--- src/cbc_pkg.sv ---
// types and constants shared by the cartridge bank controller modules
package cbc_pkg;

  localparam int unsigned CBC_BANK_BYTES  = 8192;
  localparam int unsigned CBC_OFFSET_W    = $clog2(CBC_BANK_BYTES);
  // power of two, pointers wrap naturally
  localparam int unsigned CBC_QUEUE_DEPTH = 2;

  // battery backed cartridge types
  localparam logic [7:0] CT_MBC1_RAM_BAT    = 8'h03;
  localparam logic [7:0] CT_MBC2_BAT        = 8'h06;
  localparam logic [7:0] CT_ROM_RAM_BAT     = 8'h09;
  localparam logic [7:0] CT_MBC3_TIMER_BAT  = 8'h0F;
  localparam logic [7:0] CT_MBC3_TRAM_BAT   = 8'h10;
  localparam logic [7:0] CT_MBC3_RAM_BAT    = 8'h13;
  localparam logic [7:0] CT_MBC5_RAM_BAT    = 8'h1B;

  localparam logic [7:0] RAM_ENABLE_BITS    = 8'h0A;

  typedef enum logic [2:0] {
    REG_ROM_FIXED  = 3'd0,
    REG_ROM_BANKED = 3'd1,
    REG_CTRL       = 3'd2,
    REG_CART_RAM   = 3'd3,
    REG_OTHER      = 3'd4
  } region_e;

  // one classified request handed from front to back
  typedef struct packed {
    region_e                  region;
    logic [20:0]              rom_address;
    logic                     save_request;
    logic [6:0]               rom_bank;
    logic [1:0]               ram_bank;
    logic                     mode;
    logic                     ram_wr;
    logic                     ram_rd;
    logic [1:0]               ram_bank_sel;
    logic [CBC_OFFSET_W-1:0]  ram_offset;
    logic [7:0]               wr_data;
  } entry_t;

endpackage

--- src/cbc_queue.sv ---
// short request queue between front end and back end
module cbc_queue (
  input  logic             clk_i,
  input  logic             rst_ni,
  input  logic             push_i,
  input  cbc_pkg::entry_t  push_entry_i,
  input  logic             pop_i,
  output cbc_pkg::entry_t  pop_entry_o,
  output logic             not_empty_o,
  output logic             full_o
);
  import cbc_pkg::*;

  localparam int unsigned PTR_W = $clog2(CBC_QUEUE_DEPTH);
  localparam int unsigned CNT_W = $clog2(CBC_QUEUE_DEPTH + 1);

  entry_t             store_q [CBC_QUEUE_DEPTH];
  logic [PTR_W-1:0]   wr_ptr_q, rd_ptr_q;
  logic [CNT_W-1:0]   count_q, count_d;

  assign pop_entry_o = store_q[rd_ptr_q];
  assign not_empty_o = (count_q != '0);
  assign full_o      = (count_q == CNT_W'(CBC_QUEUE_DEPTH));

  always_comb begin
    count_d = count_q;
    if (push_i && !pop_i) begin
      count_d = count_q + 1'b1;
    end else if (pop_i && !push_i) begin
      count_d = count_q - 1'b1;
    end
  end

  always_ff @(posedge clk_i) begin
    if (push_i) begin
      store_q[wr_ptr_q] <= push_entry_i;
    end
  end

  always_ff @(posedge clk_i or negedge rst_ni) begin
    if (!rst_ni) begin
      wr_ptr_q <= '0;
      rd_ptr_q <= '0;
      count_q  <= '0;
    end else begin
      if (push_i) begin
        wr_ptr_q <= wr_ptr_q + 1'b1;
      end
      if (pop_i) begin
        rd_ptr_q <= rd_ptr_q + 1'b1;
      end
      count_q <= count_d;
    end
  end

endmodule

--- config.mk ---
export PLATFORM = sky130hd
export DESIGN_NAME = cbc_queue
export DESIGN_NICKNAME = d
export VERILOG_FILES = /design/src/cbc_pkg.sv /design/src/cbc_queue.sv
export SDC_FILE = /design/constraint.sdc
export NUM_CORES = 1
export LEC_CHECK = 0
export ABC_AREA = 1
export ABC_CLOCK_PERIOD_IN_PS = 4700
export BUFFER_PORTS_ARGS = -buffer_cell sky130_fd_sc_hd__buf_4
export CAP_MARGIN = 0
export CORE_AREA = 2 2 100 102
export CTS_CLUSTER_DIAMETER = 150
export DETAILED_ROUTE_END_ITERATION = 8
export DIE_AREA = 0 0 102 104
export PLACE_DENSITY_LB_ADDON = 0.05
export SKIP_LAST_GASP = 1
export SYNTH_ARGS = -nofsm -noshare
export SYNTH_HDL_FRONTEND = slang
export SYNTH_SLANG_ARGS = --single-unit
--- constraint.sdc ---
create_clock -name clk_i -period 4.7 [get_ports clk_i]
set_input_delay 0.705 -clock clk_i [delete_from_list [all_inputs] [get_ports clk_i]]
set_output_delay 0.705 -clock clk_i [all_outputs]
set_load 0.05 [all_outputs]
==> flow_summary.json, run 1 <==
{
  "start_util_pct": 50.7,
  "avgSynthCellArea_um2": 22.8,
  "synth_edf_count": 120,
  "path_buf_inv": 1,
  "synthTopCellsByArea": "edfxtp_1 74%, mux2_4 18%, buf_12 2.5%",
  "async_flop_share_pct": 3.23,
  "post_cts_resize_count": 0,
  "ys_top_cells_by_count": "120 x edfxtp_1, 59 x mux2_4, 7 x inv_1",
  "netlist_instances": 212,
  "clk_path_buf_depth": 2,
  "die_w_um": 102,
  "fmax_ghz": 0.329,
  "antenna_found_initial": 0,
  "numCtsBuffers": 17,
  "fin_skew_ns": 0.00522,
  "status": "completed",
  "clkTransAtPathRegs_ns": 0.06,
  "totalWireLength_um": 7600,
  "crit_family": "flip-flops",
  "die_h_um": 104,
  "max_cap_violations": 0,
  "finalCriticalPeriod_ns": 3.04,
  "synth_top_family_by_area": "multiplexers",
  "final_nets": 417,
  "hp-class": "in -> reg",
  "port_buffers": 125,
  "first_global_vias": 2325,
  "drtAntennaViolNets": 0,
  "cts_tree": "yes",
  "drive_gt1_share_pct": 60.3,
  "firstDrtPassIters": 4,
  "worst_ep_required_time_ns": 3.99,
  "cts-root-buf": "clkbuf_8",
  "rsz0062_at_grt": "false",
  "num_vias": 2306,
  "max_stage_delay_ns": 1.19,
  "ys_warn_count": 0,
  "synth_fp_nets": 277,
  "core_mm2": 0.00955,
  "p_leak_nw": 2.65,
  "via_per_inst": 4.63,
  "fin_setup_tns_ns": 0,
  "path_cells": "mux2_2 -> buf_4",
  "h-tree-depth": 4,
  "muxShareOfSynthArea_pct": 18.5,
  "worstSetupPathType": "reg -> out",
  "relSlewSlack_pct": 23.1,
  "synth_compound_area_share_pct": 0,
  "yosys.area_share.simple_pct": 0.853,
  "slowest_stage": "dfrtp_4",
  "final_hold_viol_count": 0,
  "initialDrtViolationCount": 66,
  "dieArea_mm2": 0.0106,
  "synth_top_area_share_pct": 74.5,
  "synth_ff_type": "edfxtp_1",
  "grt_usage_pct": 15.1,
  "p_per_area_mw_per_mm2": 750,
  "cts.hold.buffers_added": 1,
  "ys_seq_area_share_pct": 76.5,
  "syn_to_final_growth_pct": 34.0,
  "synth_area_mm2": 0.00484,
  "grt_max_degree": 62,
  "drc": 0,
  "yosys.area.top_type": "edfxtp_1",
  "cp-end-kind": "primary output",
  "final_max_slew_viol_count": 0,
  "rows": 36,
  "ir_drop_v": 0.000348,
  "post_drt_wl_per_cell_um": 15.3,
  "synthAdderAreaFrac_pct": 0.259,
  "antenna_cells": 0,
  "yosysMostFrequentCell": "edfxtp_1",
  "grt_pass1_wl_um": 11700,
  "period_share_pct": 64.6,
  "crit_fanout": 61,
  "clk-insertion-delay-late_ns": 0.51,
  "worstSetupStartpointType": "flop",
  "holdWs_ns": 0.377,
  "synth_cell_types": 14,
  "ys_ff_latch": 124,
  "setup_violations": 0,
  "gr-total-overflow": 0,
  "post-dp-hpwl_um": 4720,
  "tightestPinTransition_ns": 1.15,
  "synth-xor-area-share_pct": 0.543,
  "postCtsSetupBuffers": 0,
  "ios": 126,
  "arrival_ns": 2.33,
  "cts.sinks": 124,
  "place_congestion": 0.700
}
-- through the flow --
step / util [%] / cell area (µm²) / instances / setup WS, ns / power [mW]
2_1_floorplan: - / 4840 / 212 / 0.958 / 3.15
3_5_place_dp: 61.1 / 5840 / 465 / 2.16 / 3.54
3_3_place_gp: 61.1 / 5840 / 465 / 2.17 / 3.53
6_report: 67.9 / 6480 / 498 / 1.66 / 4.86
4_1_cts: 67.9 / 6480 / 498 / 1.60 / 4.92
5_1_grt: 67.9 / 6480 / 498 / 1.54 / 5.05
-- flip-flops by register name, indices dropped and copies added (netlist names) --
register,flops
store_q,120
count_q,2
rd_ptr_q,1
wr_ptr_q,1
-- worst paths after layout --
| path | start | end | slack [ns] | cells past startpoint |
|---|---|---|---|---|
| min in group asynchronous | rst_ni | wr_ptr_q | 0.53 | 2 |
| max in group asynchronous | rst_ni | rd_ptr_q | 4.05 | 2 |
| hold / removal | push_entry_i[43] | store_q[0][43] | 0.38 | 1 |
| hold reg to reg | count_q[1] | count_q[1] | 0.48 | 2 |
| setup reg to reg | wr_ptr_q | store_q[0][7] | 2.68 | 2 |
| setup / recovery | rd_ptr_q | pop_entry_o[39] | 1.66 | 2 |
-- placed cells by master, fill, tap and decap left out --
master / instances
buf_4: 127
edfxtp_1: 120
mux2_4: 59
clkbuf_16: 16
inv_1: 6
nand2_1: 6
bufinv_16: 5
clkinvlp_4: 3
dfrtp_1: 3
xor2_1: 2
clkinv_4: 2
clkinv_1: 2
inv_6: 2
nor2_1: 1
inv_2: 1
nor2_4: 1
xnor2_1: 1
nand3_1: 1
nand4_1: 1
mux2_2: 1
ha_1: 1
clkbuf_8: 1
clkinv_2: 1
dlygate4sd3_1: 1
dfrtp_4: 1
-- area by class of cell --
cell class,count,area [µm²]
Inverter,7,26.3
Fill cell,652,3070
Sequential cell,124,3710
Multi-Input combinational cell,74,985
Clock buffer,17,414
Clock inverter,15,220
Tap cell,133,166
Timing Repair Buffer,128,963
-- power by group --
| group | internal [mW] | switching [mW] |
|---|---|---|
| sequential | 1.47 | 0.199 |
| combinational | 0.722 | 1.10 |
| clock | 0.913 | 0.458 |
| total | 3.11 | 1.76 |
-- routing by layer --
metal / track usage, % / up-vias / part of all wire, %
met3: 6.25 / 11 / 7.6
li1: - / 1105 / -
met4: 7.43 / 0 / 1.5
met1: 17.4 / 1110 / 39
met2: 24.2 / 80 / 52
met5: 0 / - / 0
-- logic make-up (layout without fill, tap and decap cells) --
kind of cell | count (synthesis) | in the layout
multiplexers | 60 | 60
AND/OR/NAND/NOR | 10 | 10
buffers and inverters | 14 | 167
flip-flops | 124 | 124
XOR/XNOR | 3 | 3
adder cells (fa/ha/maj) | 1 | 1
Power figures use the tool's default switching activity.
==> run 2: changes to the inputs <==
ABC_CLOCK_PERIOD_IN_PS = 2500   (was 4700)
CORE_AREA = 2 2 105 107   (was 2 2 100 102)
DIE_AREA = 0 0 107 109   (was 0 0 102 104)
clock period = 2.5 ns   (was 4.7 ns; I/O delays follow)
==> flow_summary.json, run 2 (synthesis gave the netlist of run 1 again) <==
{
  "relSlewSlack_pct": 67.4,
  "antenna_cells": 0,
  "fmax_ghz": 0.432,
  "ir_drop_v": 0.000651,
  "arrival_ns": 1.94,
  "dieArea_mm2": 0.0117,
  "cts.sinks": 124,
  "min_from": "push_entry_i[54]",
  "die_h_um": 109,
  "p_leak_nw": 2.65,
  "final_cell_mix": "130 x buf_4, 120 x edfxtp_1, 59 x mux2_4",
  "cp-end-kind": "primary output",
  "hp-class": "in -> reg",
  "post_cts_resize_count": 0,
  "clkTransAtPathRegs_ns": 0.05,
  "period_share_pct": 92.5,
  "final_hold_viol_count": 0,
  "place_worst_setup_slack_ns": 0.682,
  "worstReg2RegStart": "wr_ptr_q",
  "ios": 126,
  "final_max_slew_viol_count": 0,
  "largest_reg_flops": 120,
  "place_congestion": 0.684,
  "firstDrtPassIters": 4,
  "antenna_found_initial": 0,
  "r2r_setup_slack_ns": 1.04,
  "die_w_um": 107,
  "post-dp-hpwl_um": 5300,
  "via_per_inst": 4.58,
  "reg.largest.list": "store_q x120, count_q x2",
  "port_buffers": 125,
  "drive_gt1_share_pct": 59.5,
  "syn_to_final_growth_pct": 33.7,
  "final_nets": 422,
  "crit_fanout": 15,
  "clk_path_buf_depth": 2,
  "holdPathStages": 1,
  "numCtsBuffers": 17,
  "reg2reg_to": "store_q[0][0]",
  "reg2reg_depth": 2,
  "h-tree-depth": 4,
  "clk-insertion-delay-late_ns": 0.50,
  "initialDrtViolationCount": 64,
  "status": "completed",
  "drc": 0,
  "rsz0062_at_grt": "false",
  "max_cap_violations": 0,
  "fin_ws_ns": 0.186,
  "postCtsSetupBuffers": 0,
  "final_common_cell": "buf_4",
  "dpl_cell_area_mm2": 0.00591,
  "hold_end": "store_q[0][54]",
  "fin_area_mm2": 0.00647,
  "post_drt_wl_per_cell_um": 15.6,
  "cts_tree": "yes",
  "worstSetupStartpointType": "flop",
  "finalCriticalPeriod_ns": 2.31,
  "first_global_vias": 2402,
  "num_vias": 2329,
  "rows": 38,
  "top_register": "store_q",
  "worst_ep_required_time_ns": 2.12,
  "fin_util_pct": 61.0,
  "grt_usage_pct": 14.0,
  "totalWireLength_um": 7930,
  "tightestPinTransition_ns": 0.489,
  "worstSetupPathType": "reg -> out",
  "grt_pass1_wl_um": 11700,
  "gr-total-overflow": 0,
  "drtAntennaViolNets": 0,
  "cts-root-buf": "clkbuf_8",
  "setup_violations": 0,
  "core_mm2": 0.0106,
  "fin_skew_ns": 0.00474,
  "cts.hold.buffers_added": 1,
  "fin_setup_tns_ns": 0,
  "grt_max_degree": 38,
  "start_util_pct": 45.6,
  "p_per_area_mw_per_mm2": 1370
}
run 2: cell type report:
| cell class | instances | area, µm² |
|---|---|---|
| clock buffer | 19 | 422 |
| clock inverter | 11 | 128 |
| fill | 813 | 4130 |
| inverter | 7 | 26.3 |
| multi-input combinational | 74 | 985 |
| sequential | 124 | 3710 |
| tap | 140 | 175 |
| timing repair buffer | 133 | 1030 |
run 2: per-stage QoR:
step / cells / hold WS, ns / power, mW
floorplan: 212 / 0.0794 / 5.92
global placement: 477 / 0.174 / 6.70
detailed placement: 477 / 0.176 / 6.72
CTS: 508 / 0.0292 / 9.00
global route: 508 / 0.0255 / 9.25
finish: 508 / 0.0570 / 8.89
run 2: power breakdown:
part | internal, mW | switching, mW
logic | 1.39 | 2.30
clock network | 1.48 | 0.774
registers | 2.77 | 0.171
total | 5.64 | 3.25
run 2: critical path, stage by stage (launching register included):
cell and delay (ns):
dfrtp_4 0.60, buf_4 0.31, mux2_4 0.33, buf_4 0.19
run 2: metal layers:
metal | global-route usage [%] | routed length (µm) | share of wire, %
met4 | 5.29 | 90 | 1.1
met3 | 6.16 | 555 | 7.0
met1 | 16.0 | 3150 | 40
met5 | 0 | 0 | 0
met2 | 23.3 | 4130 | 52
run 2: worst max-delay path by stage:
stage	from	to	slack (ns)	cells past startpoint
finish	rd_ptr_q	pop_entry_o[57]	0.19	3
global route	rd_ptr_q	pop_entry_o[48]	0.1	3
detailed placement	rd_ptr_q	pop_entry_o[57]	0.68	3
CTS	rd_ptr_q	pop_entry_o[57]	0.13	3
floorplan	wr_ptr_q	store_q[0][0]	0.1	1
global placement	rd_ptr_q	pop_entry_o[48]	0.68	3
==> run 3: changes to the inputs <==
CORE_AREA = 2 2 103 105   (was 2 2 105 107)
CTS_BUF_LIST = sky130_fd_sc_hd__clkbuf_4   (was default)
DIE_AREA = 0 0 105 107   (was 0 0 107 109)
==> flow_summary.json, run 3 (synthesis gave the netlist of run 1 again) <==
{
  "status": "completed",
  "cts_tree": "yes",
  "postCtsSetupBuffers": 0,
  "worst_ep_required_time_ns": 2.12,
  "fin_ws_ns": 0.182,
  "firstDrtPassIters": 4,
  "hp-class": "in -> reg",
  "clk-insertion-delay-late_ns": 0.48,
  "largest_reg_flops": 120,
  "totalWireLength_um": 8070,
  "h-tree-depth": 4,
  "r2r_setup_slack_ns": 1.22,
  "fin_area_mm2": 0.00661,
  "p_leak_nw": 2.72,
  "initialDrtViolationCount": 85,
  "worstSetupPathType": "reg -> out",
  "tightestPinTransition_ns": 0.416,
  "numCtsBuffers": 17,
  "finalCriticalPeriod_ns": 2.32,
  "p_per_area_mw_per_mm2": 1250,
  "dieArea_mm2": 0.0112,
  "drive_gt1_share_pct": 55.8,
  "drc": 0,
  "die_h_um": 107,
  "reg2reg_to": "store_q[0][19]",
  "fin_util_pct": 65.5,
  "grt_max_degree": 32,
  "port_buffers": 125,
  "crit_fanout": 24,
  "dpl_cell_area_mm2": 0.00590,
  "post-dp-hpwl_um": 5110,
  "crit_family": "flip-flops",
  "cts.sinks": 124,
  "cts-root-buf": "clkbuf_4",
  "path_buf_inv": 2,
  "place_congestion": 0.702,
  "relSlewSlack_pct": 72.3,
  "fmax_ghz": 0.431,
  "final_cell_mix": "129 x buf_4, 120 x edfxtp_1, 59 x mux2_4",
  "slowest_stage": "dfrtp_4",
  "arrival_ns": 1.94,
  "num-fill-cells": 726,
  "ios": 126,
  "antenna_cells": 0,
  "grt_usage_pct": 14.3,
  "top_register": "store_q",
  "clk_path_buf_depth": 2,
  "antenna_found_initial": 0,
  "hold_end": "rd_ptr_q",
  "rsz0062_at_grt": "false",
  "core_mm2": 0.0101,
  "syn_to_final_growth_pct": 36.7,
  "fin_total_pwr_mw": 8.28,
  "grt_pass1_wl_um": 11800,
  "max_cap_violations": 0,
  "reg.largest.list": "store_q x120, count_q x2",
  "path_cells": "buf_12 -> mux2_4 -> buf_4",
  "final_hold_viol_count": 0,
  "holdPathStages": 2,
  "clkTransAtPathRegs_ns": 0.09,
  "post_cts_resize_count": 0,
  "period_share_pct": 92.7,
  "place_worst_setup_slack_ns": 0.683,
  "final_common_cell": "buf_4",
  "reg2reg_depth": 2,
  "num_vias": 2445,
  "post_drt_wl_per_cell_um": 14.9,
  "die_w_um": 105,
  "setup_violations": 0,
  "worstSetupStartpointType": "flop",
  "worstReg2RegStart": "wr_ptr_q",
  "rows": 37,
  "cp-end-kind": "primary output",
  "fin_skew_ns": 0.0112,
  "first_global_vias": 2392,
  "max_stage_delay_ns": 0.66,
  "final_nets": 457,
  "final_max_slew_viol_count": 0,
  "fin_setup_tns_ns": 0,
  "via_per_inst": 4.52,
  "min_from": "pop_i",
  "ir_drop_v": 0.000695,
  "gr-total-overflow": 0,
  "drtAntennaViolNets": 0,
  "start_util_pct": 47.9
}
[run 3: changes by cell type in the layout (fill, tap and decap cells not counted)]
| cell | delta |
|---|---|
| buf_4 | -1 |
| bufinv_16 | +2 |
| clkbuf_1 | -2 |
| clkbuf_16 | -16 |
| clkbuf_4 | +20 |
| clkbuf_8 | -1 |
| clkinv_1 | -4 |
| clkinv_2 | +1 |
| clkinv_4 | +2 |
| dlygate4sd3_1 | +36 |
[run 3: final cells by class]
| cell class | instances | area (µm²) | share of cell area (%) |
|---|---|---|---|
| inverters | 7 | 26.3 | 0.397 |
| clock buffers | 20 | 150 | 2.27 |
| clock inverters | 12 | 195 | 2.95 |
| multi-input cells | 74 | 985 | 14.9 |
| well taps | 136 | 170 | 2.57 |
| repair buffers | 168 | 1380 | 20.9 |
| flip-flops and latches | 124 | 3710 | 56.1 |
[run 3: repair_timing]
item / 4_1_cts / 5_1_grt
endpoints found under the setup margin: 0 / 0
endpoints found under the hold margin: 4 / 62
hold buffers: 1 / 36
[run 3: worst max path at each step]
stage / start / to / slack, ns / cells after the start
after floorplan: wr_ptr_q / store_q[0][0] / 0.1 / 1
after global placement: rd_ptr_q / pop_entry_o[24] / 0.69 / 3
after detailed placement: rd_ptr_q / pop_entry_o[24] / 0.68 / 3
after CTS: rd_ptr_q / pop_entry_o[24] / 0.11 / 3
after global routing: rd_ptr_q / pop_entry_o[24] / 0.05 / 3
final: rd_ptr_q / pop_entry_o[24] / 0.18 / 3
[run 3: through the flow]
stage          hold WS (ns)  instances
4_1_cts             0.00827        505
3_5_place_dp          0.174        472
6_report             0.0686        541
2_1_floorplan        0.0794        212
5_1_grt            -0.00183        541
3_3_place_gp          0.174        472
[run 3: layer usage]
metal  vias up  global-route usage, %  part of all wire [%]
li1       1185                      -                     -
met1      1168                   16.7                    42
met2        90                   22.9                    51
met3         2                   6.63                   7.1
met4         0                   5.71                  0.37
met5         -                      0                     0
[run 3: power by group]
group,switching [mW],leakage [nW],internal (mW)
registers,0.185,1.17,2.76
clock network,0.691,0.187,0.925
logic,2.30,1.36,1.43
