===== src/cbc_pkg.sv =====
// types and constants shared by the cartridge bank controller modules
package cbc_pkg;

  localparam int unsigned CBC_BANK_BYTES  = 8192;
  localparam int unsigned CBC_OFFSET_W    = $clog2(CBC_BANK_BYTES);
  // power of two, pointers wrap naturally
  localparam int unsigned CBC_QUEUE_DEPTH = 2;

  // battery backed cartridge types
  localparam logic [7:0] CT_MBC1_RAM_BAT    = 8'h03;
  localparam logic [7:0] CT_MBC2_BAT        = 8'h06;
  localparam logic [7:0] CT_ROM_RAM_BAT     = 8'h09;
  localparam logic [7:0] CT_MBC3_TIMER_BAT  = 8'h0F;
  localparam logic [7:0] CT_MBC3_TRAM_BAT   = 8'h10;
  localparam logic [7:0] CT_MBC3_RAM_BAT    = 8'h13;
  localparam logic [7:0] CT_MBC5_RAM_BAT    = 8'h1B;

  localparam logic [7:0] RAM_ENABLE_BITS    = 8'h0A;

  typedef enum logic [2:0] {
    REG_ROM_FIXED  = 3'd0,
    REG_ROM_BANKED = 3'd1,
    REG_CTRL       = 3'd2,
    REG_CART_RAM   = 3'd3,
    REG_OTHER      = 3'd4
  } region_e;

  // one classified request handed from front to back
  typedef struct packed {
    region_e                  region;
    logic [20:0]              rom_address;
    logic                     save_request;
    logic [6:0]               rom_bank;
    logic [1:0]               ram_bank;
    logic                     mode;
    logic                     ram_wr;
    logic                     ram_rd;
    logic [1:0]               ram_bank_sel;
    logic [CBC_OFFSET_W-1:0]  ram_offset;
    logic [7:0]               wr_data;
  } entry_t;

endpackage


===== src/cbc_front.sv =====
// front end: request decode, bank registers and cartridge type register
module cbc_front #(
  parameter int unsigned RAM_BANKS = 4
) (
  input  logic             clk_i,
  input  logic             rst_ni,
  input  logic             cfg_we_i,
  input  logic [7:0]       cfg_data_i,
  input  logic             accept_i,
  input  logic             action_i,
  input  logic [15:0]      address_i,
  input  logic [7:0]       data_in_i,
  output cbc_pkg::entry_t  entry_o
);
  import cbc_pkg::*;

  localparam logic [2:0] NBANKS = 3'(RAM_BANKS);

  logic [7:0] cart_type_q;
  logic [6:0] rom_bank_q, rom_bank_d;
  logic [1:0] ram_bank_q, ram_bank_d;
  logic       mode_q, mode_d;
  logic       battery;
  logic [2:0] bank_mod;

  always_comb begin
    case (cart_type_q) inside
      CT_MBC1_RAM_BAT, CT_MBC2_BAT, CT_ROM_RAM_BAT, CT_MBC3_TIMER_BAT,
      CT_MBC3_TRAM_BAT, CT_MBC3_RAM_BAT, CT_MBC5_RAM_BAT: battery = 1'b1;
      default: battery = 1'b0;
    endcase
  end

  // ram bank modulo bank count, at most three subtractions on two bits
  always_comb begin
    bank_mod = {1'b0, ram_bank_q};
    for (int k = 0; k < 3; k++) begin
      if (bank_mod >= NBANKS) begin
        bank_mod = bank_mod - NBANKS;
      end
    end
  end

  always_comb begin
    rom_bank_d = rom_bank_q;
    ram_bank_d = ram_bank_q;
    mode_d     = mode_q;
    entry_o    = '0;
    entry_o.region = REG_OTHER;
    case (address_i[15:13]) inside
      [3'b000:3'b011]: begin
        if (action_i) begin
          entry_o.region = REG_CTRL;
          case (address_i[14:13])
            2'b00: begin
              entry_o.save_request =
                ((data_in_i & RAM_ENABLE_BITS) != RAM_ENABLE_BITS) && battery;
            end
            2'b01: begin
              rom_bank_d[4:0] = (data_in_i[4:0] == 5'd0) ? 5'd1 : data_in_i[4:0];
            end
            2'b10: begin
              if (!mode_q) begin
                rom_bank_d[6:5] = data_in_i[1:0];
              end else begin
                ram_bank_d = data_in_i[1:0];
              end
            end
            default: begin
              mode_d = data_in_i[0];
            end
          endcase
        end else if (!address_i[14]) begin
          entry_o.region      = REG_ROM_FIXED;
          entry_o.rom_address = {5'd0, address_i};
        end else begin
          entry_o.region      = REG_ROM_BANKED;
          entry_o.rom_address = {rom_bank_q, address_i[13:0]};
        end
      end
      3'b101: begin
        entry_o.region = REG_CART_RAM;
        entry_o.ram_wr = action_i;
        entry_o.ram_rd = !action_i;
      end
      default: begin
        entry_o.region = REG_OTHER;
      end
    endcase
    entry_o.ram_bank_sel = bank_mod[1:0];
    entry_o.ram_offset   = address_i[CBC_OFFSET_W-1:0];
    entry_o.wr_data      = data_in_i;
    entry_o.rom_bank     = rom_bank_d;
    entry_o.ram_bank     = ram_bank_d;
    entry_o.mode         = mode_d;
  end

  always_ff @(posedge clk_i or negedge rst_ni) begin
    if (!rst_ni) begin
      cart_type_q <= 8'd0;
      rom_bank_q  <= 7'd1;
      ram_bank_q  <= 2'd0;
      mode_q      <= 1'b0;
    end else begin
      if (cfg_we_i) begin
        cart_type_q <= cfg_data_i;
      end
      if (accept_i) begin
        rom_bank_q <= rom_bank_d;
        ram_bank_q <= ram_bank_d;
        mode_q     <= mode_d;
      end
    end
  end

endmodule


===== config.mk =====
export PLATFORM = sky130hd
export DESIGN_NAME = cbc_front
export DESIGN_NICKNAME = d
export VERILOG_FILES = /design/src/cbc_pkg.sv /design/src/cbc_front.sv
export SDC_FILE = /design/constraint.sdc
export NUM_CORES = 1
export LEC_CHECK = 0
export BUFFER_PORTS_ARGS = -buffer_cell sky130_fd_sc_hd__clkbuf_2
export CORE_MARGIN = 4
export CORE_UTILIZATION = 35
export DETAILED_ROUTE_END_ITERATION = 8
export PLACE_DENSITY_LB_ADDON = 0.2
export SLEW_MARGIN = 20
export SYNTH_ARGS = -nofsm -noshare
export SYNTH_HDL_FRONTEND = slang
export SYNTH_SLANG_ARGS = --single-unit

===== constraint.sdc =====
create_clock -name clk_i -period 1.2 [get_ports clk_i]
set_input_delay 0 -clock clk_i [delete_from_list [all_inputs] [get_ports clk_i]]
set_output_delay 0 -clock clk_i [all_outputs]
set_load 0.01 [all_outputs]

==> summary.md, run 1 <==
### Job
* **max cap viols** 0

### Finish
* **area added between synthesis and finish** 46.1%
* **Multi-input gate area** 714 um2
* **Reg area** 452 um2
* **final cell utilization of the core** 53.3%
* **non-filler cells, final** 269
* **proportion of layout cells with a drive suffix above 1** 62.9%
* **filler cell count in the final layout** 352
* **number of nets in the layout** 259
* **most common library cell in the layout ignoring fill and taps** sky130_fd_sc_hd__clkbuf_2
* **most frequent cells in the layout** sky130_fd_sc_hd__clkbuf_2 (84), sky130_fd_sc_hd__dfrtp_1 (17), sky130_fd_sc_hd__mux2_2 (14)
* **n_diodes** 0

### Drt
* **per-cell via count in the routed design** 4.77
* **First-pass DRT Iterations** 4
* **starting DRC count in detailed routing** 14
* **Residual DRC** 0
* **antenna viol nets, final** 0
* **routed length per placed instance** 13.1 um
* **final WL** 3520 um
* **total number of vias** 1283

### Timing
* **Final Worst Setup Slack** -166 ps
* **setup repair after global routing missed its margin** true
* **Final Setup Violations** 3
* **time the final worst path needs with I/O delays and setup** 1370 ps
* **Max transition margin** 70.2%
* **maximum frequency from static timing analysis** 732 MHz
* **Hold Vio Cnt, Final** 0
* **number of slew-limit violations in the final report** 0
* **final setup skew** 3.02 ps
* **ratio of final minimum period to clock period** 114%
* **Tightest Pin Transition** 447 ps

### CTS
* **CTS max path bufs** 2
* **CTS Root Buffer Type** sky130_fd_sc_hd__clkbuf_8
* **clock slew seen by the registers of the worst setup and hold paths** 60 ps
* **CTS H-tree lvls** 1
* **TritonCTS clock tree** yes
* **sink count of the clock tree** 18
* **clk_lat worst skew** 250 ps
* **number of buffers created by CTS** 3

### Place
* **number of placed instances with taps included** 253
* **Port Buf Inserts** 90
* **gp weighted congestion** 0.836
* **sum of net half-perimeters after detailed placement** 2760 um

### Status
* **violations in the final reports** setup timing
* **outcome** finished with violations

### Setup path
* **arrival time worst endpoint** 1370 ps
* **number of buffers and inverters on the critical path** 1
* **WP data required** 1200 ps
* **sort of element at the end of the critical path** output pin
* **peak per-stage delay on the critical path** 420 ps
* **setup slack on the worst flop-to-flop path** 50 ps
* **Critical Path Source Type** register
* **Critical Path Fanout Max** 4
* **Worst Setup Path Type** reg2out
* **chain of cells forming the critical path** and2b_4, mux2_4, buf_6
* **dominant delay contributor by cell family on the critical path** flip-flops
* **Crit-path slowest cell** sky130_fd_sc_hd__dfrtp_1

### Logic synthesis
* **simple-gate area share of the yosys netlist** 22.5%
* **combinational family with the most area after synthesis** simple AND/OR/NAND/NOR gates
* **post-synthesis cell count** 136
* **share of the synthesized area in compound gates (AO/OA/AOI/OAI)** 6.47%
* **Synth Register Bits** 18
* **average size of a mapped cell** 9.82 um2
* **mux cell area share after synthesis** 21.1%
* **Synth async-reset ratio** 100%
* **Most used DFF post-synth** sky130_fd_sc_hd__dfrtp_1
* **Adder-Cell Fraction of Synth Area** 0%
* **Yosys warning count** 0
* **synthesized area** 1340 um2
* **number of unique standard cell types used by synthesis** 34
* **post-synthesis net count** 173
* **portion of the post-synthesis area used by sequential elements** 33.8%
* **xor and xnor fraction of the mapped netlist area** 0%
* **number of enable flip-flop cells after synthesis** 0

### Power
* **sequential share of power** 38.5%
* **share of total power consumed by net switching** 29.5%
* **combinational cell fraction of total power** 38.3%
* **clock share of power** 23.2%
* **Internal Dissipation** 1.47 mW
* **ratio of total power to cell area** 1070 nW/um2
* **worst ir drop on vdd** 0.492 mV
* **net switching power figure** 0.614 mW
* **total power** 2.09 mW
* **P_leak** 1.07 nW

### Global route
* **grt total ovfl** 0
* **pin count of the biggest net entering global routing** 19
* **all-layer global routing usage** 14.1%
* **antenna violations before repair** 0
* **first-pass GRT wire length** 5780 um
* **via count of the first global-routing pass** 1278

### Floorplanning
* **row count** 22
* **top-level I/O count** 97
* **die area** 4870 um2
* **overall die height** 69.8 um
* **effective utilization at floorplan** 36.5%
* **Std-Cell Core Area** 3660 um2
* **Die Width** 69.8 um

### Worst hold path
* **Worst Hold Class** in2out

metal layers:
layer  routed length (um)  GRT usage, %  part of all wire (%)  up-vias
met5                    0             0                     0        -
met4                   39          4.47                   1.1        0
met3                  300          3.48                   8.5        8
met2                 1840          25.4                    52       56
met1                 1330          16.3                    38      599
li1                     -             -                     -      620
worst paths after layout:
kind	startpoint	end	cells after the start
worst max-delay path	mode_q	entry_o[33]	3
worst min-delay path	data_in_i[7]	entry_o[7]	0
worst max register to register	mode_q	rom_bank_q[6]	3
worst min register to register	cart_type_q[7]	cart_type_q[7]	1
max in group asynchronous	rst_ni	rom_bank_q[0]	2
min in group asynchronous	rst_ni	cart_type_q[5]	2
layout make-up:
| class | instances | share of cell area, % |
|---|---|---|
| Clock buffer | 4 | 2.82 |
| Tap cell | 48 | 3.08 |
| Inverter | 5 | 0.962 |
| Timing Repair Buffer | 109 | 33.4 |
| Sequential cell | 18 | 23.2 |
| Multi-Input combinational cell | 85 | 36.6 |
power groups by stage:
stage	registers, mW	clock network, mW	logic [mW]
after floorplan	0.787	0	0.436
after global placement	0.800	0	0.655
after detailed placement	0.807	0	0.663
after CTS	0.797	0.502	0.725
after global routing	0.817	0.531	0.871
final	0.803	0.483	0.799
worst reg2reg max path: stages, from the launching register on:
cell                       delay, ps
sky130_fd_sc_hd__dfrtp_1         420
sky130_fd_sc_hd__buf_4           150
sky130_fd_sc_hd__nand3b_1        180
sky130_fd_sc_hd__mux2_2          290
stage by stage:
stage	hold slack, ps	area, um2	worst slack (ps)	setup TNS (ps)
final	0.00448	1950	-166	-486
after global routing	0.0169	1950	-251	-720
after CTS	0.0879	1880	-170	-492
after detailed placement	-33.0	1700	26.6	0
after global placement	-30.0	1700	67.8	0
after floorplan	-296	1340	122	0
registers in the layout, indices dropped and copies added, names as in the netlist:
| name | count |
|---|---|
| cart_type_q | 8 |
| mode_q | 1 |
| ram_bank_q | 2 |
| rom_bank_q | 7 |
cell families after synthesis:
group / after synthesis
AOI/OAI and AO/OA: 13
and+or+nand+nor: 49
muxes: 23
buffers and inverters: 33
DFF: 18
synth_stat cells, types with 2 or more instances:
library cell               number  area, um2
sky130_fd_sc_hd__a21oi_1        2       10.0
sky130_fd_sc_hd__and2_1        13       81.3
sky130_fd_sc_hd__and3_1         7       43.8
sky130_fd_sc_hd__and4bb_1       2       25.0
sky130_fd_sc_hd__buf_4         22        165
sky130_fd_sc_hd__clkbuf_1       4       15.0
sky130_fd_sc_hd__dfrtp_1       17        425
sky130_fd_sc_hd__inv_1          5       18.8
sky130_fd_sc_hd__mux2_2        17        191
sky130_fd_sc_hd__mux2_4         6       90.1
sky130_fd_sc_hd__nand2_1        7       26.3
sky130_fd_sc_hd__nand3_1        4       20.0
sky130_fd_sc_hd__nor2_1         5       18.8
sky130_fd_sc_hd__o21ai_0        4       20.0
sky130_fd_sc_hd__o221ai_1       2       17.5
repair_timing:
item	CTS	global route
endpoints found under the setup margin	5	6
pin swaps	3	1
gates resized for setup	5	18
buffers inserted	3	0
hold buffers	9	0
hold endpoints to repair	25	0
Power figures use the tool's default switching activity.
==> inputs of run 2 (changes only) <==
Settings changed: ABC_AREA from default to 1.
==> summary.md, run 2 <==
### Floorplanning
* **top-level I/O count** 97
* **overall die height** 71.4 um
* **Die Width** 71.4 um
* **Std-Cell Core Area** 3770 um2
* **die area** 5100 um2
* **effective utilization at floorplan** 37.3%
* **row count** 22

### Worst hold path
* **hold path depth** 0
* **end point of the worst hold path** entry_o[6]
* **Hold Crit Start** data_in_i[6]
* **Worst Hold Class** in2out

### Drt
* **starting DRC count in detailed routing** 35
* **final WL** 3810 um
* **per-cell via count in the routed design** 4.46
* **First-pass DRT Iterations** 4
* **antenna viol nets, final** 0
* **total number of vias** 1566
* **routed length per placed instance** 10.9 um
* **Residual DRC** 0

### Timing
* **Tightest Pin Transition** 465 ps
* **ratio of final minimum period to clock period** 100%
* **time the final worst path needs with I/O delays and setup** 1200 ps
* **final setup skew** 0.358 ps
* **Max transition margin** 69.0%
* **number of slew-limit violations in the final report** 0
* **maximum frequency from static timing analysis** 832 MHz
* **Final Setup Violations** 1
* **Hold Vio Cnt, Final** 0
* **Final Worst Setup Slack** -1.81 ps
* **setup tns final** -1.81 ps
* **setup repair after global routing missed its margin** true

### Logic synthesis
* **library cell with the highest instance count after synthesis** sky130_fd_sc_hd__nand2_1
* **Synth Register Bits** 18
* **Most used DFF post-synth** sky130_fd_sc_hd__dfrtp_1
* **simple-gate area share of the yosys netlist** 41.9%
* **fraction of post-synthesis cell area in the top cell type by area** 30.2%
* **number of unique standard cell types used by synthesis** 22
* **portion of the post-synthesis area used by sequential elements** 32.1%
* **average size of a mapped cell** 6.31 um2
* **number of enable flip-flop cells after synthesis** 0
* **post-synthesis net count** 260
* **Adder-Cell Fraction of Synth Area** 0%
* **most area-hungry cell type in the Yosys netlist** sky130_fd_sc_hd__dfrtp_1
* **Yosys warning count** 0
* **Synth area leaders** sky130_fd_sc_hd__dfrtp_1 (30%), sky130_fd_sc_hd__nand2_1 (21%), sky130_fd_sc_hd__buf_4 (12%), sky130_fd_sc_hd__nor2_1 (8.8%), sky130_fd_sc_hd__inv_1 (6.1%)
* **share of the synthesized area in compound gates (AO/OA/AOI/OAI)** 5.25%
* **mux cell area share after synthesis** 0%
* **post-synthesis cell count** 223
* **Synth async-reset ratio** 100%
* **combinational family with the most area after synthesis** simple AND/OR/NAND/NOR gates
* **xor and xnor fraction of the mapped netlist area** 0%
* **top cell types by occurrence after synthesis** sky130_fd_sc_hd__nand2_1 (78), sky130_fd_sc_hd__nor2_1 (33), sky130_fd_sc_hd__inv_1 (23), sky130_fd_sc_hd__buf_4 (22), sky130_fd_sc_hd__dfrtp_1 (17)
* **synthesized area** 1410 um2

### Place
* **placed cell areas** 1740 um2
* **gp weighted congestion** 0.839
* **sum of net half-perimeters after detailed placement** 3020 um
* **Port Buf Inserts** 90
* **number of placed instances with taps included** 336
* **pre-CTS setup slack** 244 ps

### Power
* **share of total power consumed by net switching** 34.2%
* **Internal Dissipation** 1.29 mW
* **worst ir drop on vdd** 0.826 mV
* **ratio of total power to cell area** 1030 nW/um2
* **sequential share of power** 38.6%
* **combinational cell fraction of total power** 36.0%
* **clock share of power** 25.4%
* **net switching power figure** 0.673 mW
* **total power** 1.97 mW
* **P_leak** 1.16 nW

### Status
* **outcome** finished with violations
* **violations in the final reports** setup timing

### CTS
* **CTS max path bufs** 2
* **number of buffers created by CTS** 3
* **sink count of the clock tree** 18
* **clk_lat worst skew** 250 ps
* **clock slew seen by the registers of the worst setup and hold paths** 70 ps
* **CTS Root Buffer Type** sky130_fd_sc_hd__clkbuf_8
* **TritonCTS clock tree** yes
* **CTS H-tree lvls** 1

### Finish
* **number of nets in the layout** 341
* **proportion of layout cells with a drive suffix above 1** 37.6%
* **post-route standard cell area excluding fillers** 1910 um2
* **Top reg by flops** cart_type_q
* **filler cell count in the final layout** 391
* **max FFs per register** 8
* **most frequent cells in the layout** sky130_fd_sc_hd__clkbuf_2 (88), sky130_fd_sc_hd__nand2_1 (77), sky130_fd_sc_hd__nor2_1 (32)
* **non-filler cells, final** 351
* **most common library cell in the layout ignoring fill and taps** sky130_fd_sc_hd__clkbuf_2
* **area added between synthesis and finish** 35.9%
* **n_diodes** 0
* **biggest registers after layout** cart_type_q: 8 flops, rom_bank_q: 7 flops, ram_bank_q: 2 flops

### Setup path
* **sort of element at the end of the critical path** output pin
* **chain of cells forming the critical path** inv_2, nand3_1, nand2_1, and2_4, clkbuf_2
* **setup slack on the worst flop-to-flop path** 320 ps
* **worst reg2reg startpoint** mode_q
* **dominant delay contributor by cell family on the critical path** flip-flops
* **Crit-path slowest cell** sky130_fd_sc_hd__dfrtp_1
* **number of buffers and inverters on the critical path** 2
* **WP data required** 1200 ps
* **Critical Path Fanout Max** 5
* **terminus of the critical flop-to-flop path** ram_bank_q[0]
* **number of cells traversed by the worst register-to-register path** 5
* **Critical Path Source Type** register
* **arrival time worst endpoint** 1200 ps
* **peak per-stage delay on the critical path** 400 ps
* **Worst Setup Path Type** reg2out

### Global route
* **via count of the first global-routing pass** 1423
* **all-layer global routing usage** 15.1%
* **pin count of the biggest net entering global routing** 19
* **first-pass GRT wire length** 6350 um
* **grt total ovfl** 0
* **antenna violations before repair** 0

### Job
* **max cap viols** 0

## run 2: changes by cell type in the layout (fill, tap and decap cells not counted), moves of 6 or more
cell,previous run,this run
sky130_fd_sc_hd__nand2_1,6,77
sky130_fd_sc_hd__nor2_1,5,32
sky130_fd_sc_hd__inv_1,3,20
sky130_fd_sc_hd__mux2_2,14,0
sky130_fd_sc_hd__nand3_1,4,15
sky130_fd_sc_hd__and2_1,13,4
sky130_fd_sc_hd__mux2_4,9,0
sky130_fd_sc_hd__and3_1,7,0
sky130_fd_sc_hd__buf_6,6,0
sky130_fd_sc_hd__o21ai_0,4,10
## run 2: what timing repair did
item	in CTS	in global routing
setup endpoints to repair	5	6
buffers inserted	1	1
endpoints found under the hold margin	25	0
pin swaps	4	3
resized for setup	6	3
hold buffers	9	0
## run 2: cell type report
| type | instances | area (um2) | area share [%] |
|---|---|---|---|
| multi-input cells | 152 | 676 | 35.4 |
| repair buffers | 103 | 571 | 29.9 |
| flip-flops and latches | 18 | 452 | 23.6 |
| inverters | 26 | 97.6 | 5.11 |
| well taps | 48 | 60.1 | 3.14 |
| clock buffers | 4 | 55.1 | 2.88 |
## run 2: routing by layer
metal | GRT usage [%] | wire [um] | vias to the layer above
met1 | 18.9 | 1610 | 693
li1 | - | - | 818
met5 | 0 | 0 | -
met4 | 2.51 | 17 | 0
met2 | 26.5 | 1870 | 53
met3 | 3.93 | 320 | 2
## run 2: kinds of logic after synthesis
group,count (synthesis)
AO/OA/AOI/OAI,13
AND/OR/NAND/NOR,139
buffers and inverters,53
flip-flops,18
## run 2: worst max-delay path by stage
stage                         startpoint  slack (ps)  cells past startpoint             to
after detailed placement          mode_q         240                      5    entry_o[27]
after global routing      cart_type_q[3]         -80                      8    entry_o[35]
after CTS                 cart_type_q[3]          -8                      8    entry_o[35]
final                             mode_q          -2                      5    entry_o[34]
after floorplan                   mode_q         360                      5  ram_bank_q[0]
after global placement            mode_q         240                      5    entry_o[27]
## run 2: power groups by stage
stage | Clock (mW) | Combinational (mW) | Sequential (mW)
global placement | 0 | 0.670 | 0.765
CTS | 0.518 | 0.715 | 0.758
finish | 0.499 | 0.707 | 0.759
detailed placement | 0 | 0.675 | 0.766
floorplan | 0 | 0.445 | 0.761
global route | 0.531 | 0.806 | 0.772
## run 2: metrics by stage
stage,hold slack [ps],util [%]
6_report,0.0219,50.7
2_1_floorplan,-296,-
3_3_place_gp,-19.2,46.1
4_1_cts,0.0686,50.5
5_1_grt,0.0646,50.7
3_5_place_dp,-18.4,46.1
==> inputs of run 3 (changes only) <==
Settings changed: MAX_ROUTING_LAYER from default to met4.
==> summary.md, run 3 (synthesized netlist as in run 2, its figures left out) <==
### Finish
* **proportion of layout cells with a drive suffix above 1** 37.6%
* **max FFs per register** 8
* **non-filler cells, final** 351
* **post-route standard cell area excluding fillers** 1910 um2
* **biggest registers after layout** cart_type_q: 8 flops, rom_bank_q: 7 flops, ram_bank_q: 2 flops
* **Top reg by flops** cart_type_q
* **final cell utilization of the core** 50.7%
* **number of nets in the layout** 341
* **most frequent cells in the layout** sky130_fd_sc_hd__clkbuf_2 (88), sky130_fd_sc_hd__nand2_1 (77), sky130_fd_sc_hd__nor2_1 (32)
* **n_diodes** 0
* **area added between synthesis and finish** 35.9%
* **most common library cell in the layout ignoring fill and taps** sky130_fd_sc_hd__clkbuf_2

### Job
* **max cap viols** 0

### Drt
* **total met2 wirelength after detailed routing** 1870 um
* **First-pass DRT Iterations** 4
* **antenna viol nets, final** 0
* **Residual DRC** 0
* **per-cell via count in the routed design** 4.46
* **Post-Route M1 WL** 1640 um
* **met3 wire length** 284 um
* **final WL** 3810 um
* **total number of vias** 1567
* **starting DRC count in detailed routing** 32
* **routed length per placed instance** 10.8 um
* **highest metal layer used by the detailed router** met4

### Status
* **violations in the final reports** setup timing
* **outcome** finished with violations

### Timing
* **Hold Vio Cnt, Final** 0
* **Final Worst Setup Slack** -0.251 ps
* **Final Setup Violations** 1
* **maximum frequency from static timing analysis** 833 MHz
* **ratio of final minimum period to clock period** 100%
* **time the final worst path needs with I/O delays and setup** 1200 ps
* **setup tns final** -0.251 ps
* **Max transition margin** 69.0%
* **final setup skew** 0.358 ps
* **minimum hold slack** 0.0219 ps
* **number of slew-limit violations in the final report** 0
* **setup repair after global routing missed its margin** true
* **Tightest Pin Transition** 465 ps

### CTS
* **number of buffers created by CTS** 3
* **clk_lat worst skew** 250 ps
* **CTS max path bufs** 2
* **CTS Root Buffer Type** sky130_fd_sc_hd__clkbuf_8
* **CTS H-tree lvls** 1
* **clock slew seen by the registers of the worst setup and hold paths** 70 ps
* **TritonCTS clock tree** yes
* **sink count of the clock tree** 18

### Floorplanning
* **row count** 22
* **die area** 5100 um2
* **effective utilization at floorplan** 37.3%
* **Std-Cell Core Area** 3770 um2
* **Die Width** 71.4 um
* **top-level I/O count** 97
* **overall die height** 71.4 um

### Setup path
* **Critical Path Source Type** register
* **arrival time worst endpoint** 1200 ps
* **sort of element at the end of the critical path** output pin
* **Worst Setup Path Type** reg2out
* **WP data required** 1200 ps
* **Critical Path Fanout Max** 5

### Global route
* **pin count of the biggest net entering global routing** 19
* **via count of the first global-routing pass** 1422
* **grt total ovfl** 0
* **all-layer global routing usage** 15.6%
* **antenna violations before repair** 0
* **first-pass GRT wire length** 6350 um

### Power
* **total power** 1.97 mW
* **ratio of total power to cell area** 1030 nW/um2
* **P_leak** 1.16 nW
* **worst ir drop on vdd** 0.827 mV

### Place
* **number of placed instances with taps included** 336
* **Port Buf Inserts** 90
* **gp weighted congestion** 0.852
* **placed cell areas** 1740 um2
* **sum of net half-perimeters after detailed placement** 3020 um
* **pre-CTS setup slack** 244 ps

### Worst hold path
* **Worst Hold Class** in2out

-- run 3: metal layers --
layer	global-route usage, %	vias up
met2	26.5	55
li1	-	818
met5	-	-
met1	19.4	692
met4	2.51	0
met3	3.09	2
-- run 3: cell type report --
cell class | count | area, um2
Multi-Input combinational cell | 152 | 676
Sequential cell | 18 | 452
Clock buffer | 4 | 55.1
Inverter | 26 | 97.6
Fill cell | 391 | 1860
Timing Repair Buffer | 103 | 571
Tap cell | 48 | 60.1
-- run 3: repair_timing --
item	4_1_cts	5_1_grt
gates cloned	0	0
hold buffers	9	0
pin swaps	4	3
endpoints found under the setup margin	5	6
resized for setup	6	3
hold endpoints to repair	25	0
setup buffers	1	1
-- run 3: final timing paths --
check / start / to / slack (ps) / cells past startpoint
setup / recovery: mode_q / entry_o[34] / -0.3 / 5
hold / removal: data_in_i[6] / entry_o[6] / 0.02 / 0
setup reg to reg: mode_q / ram_bank_q[0] / 310 / 5
hold reg to reg: rom_bank_q[0] / rom_bank_q[0] / 470 / 2
max in group asynchronous: rst_ni / rom_bank_q[0] / 630 / 2
min in group asynchronous: rst_ni / cart_type_q[5] / 230 / 2
-- run 3: power by group --
group          switching [mW]  leakage, nW  internal, mW
combinational           0.406        0.903         0.301
sequential             0.0602        0.226         0.700
clock                   0.207       0.0288         0.291
-- run 3: critical path, stage by stage, from the launching register on --
cell	delay [ps]
sky130_fd_sc_hd__dfrtp_1	400
sky130_fd_sc_hd__inv_2	90
sky130_fd_sc_hd__nand3_1	100
sky130_fd_sc_hd__nand2_1	90
sky130_fd_sc_hd__and2_4	140
sky130_fd_sc_hd__clkbuf_2	120
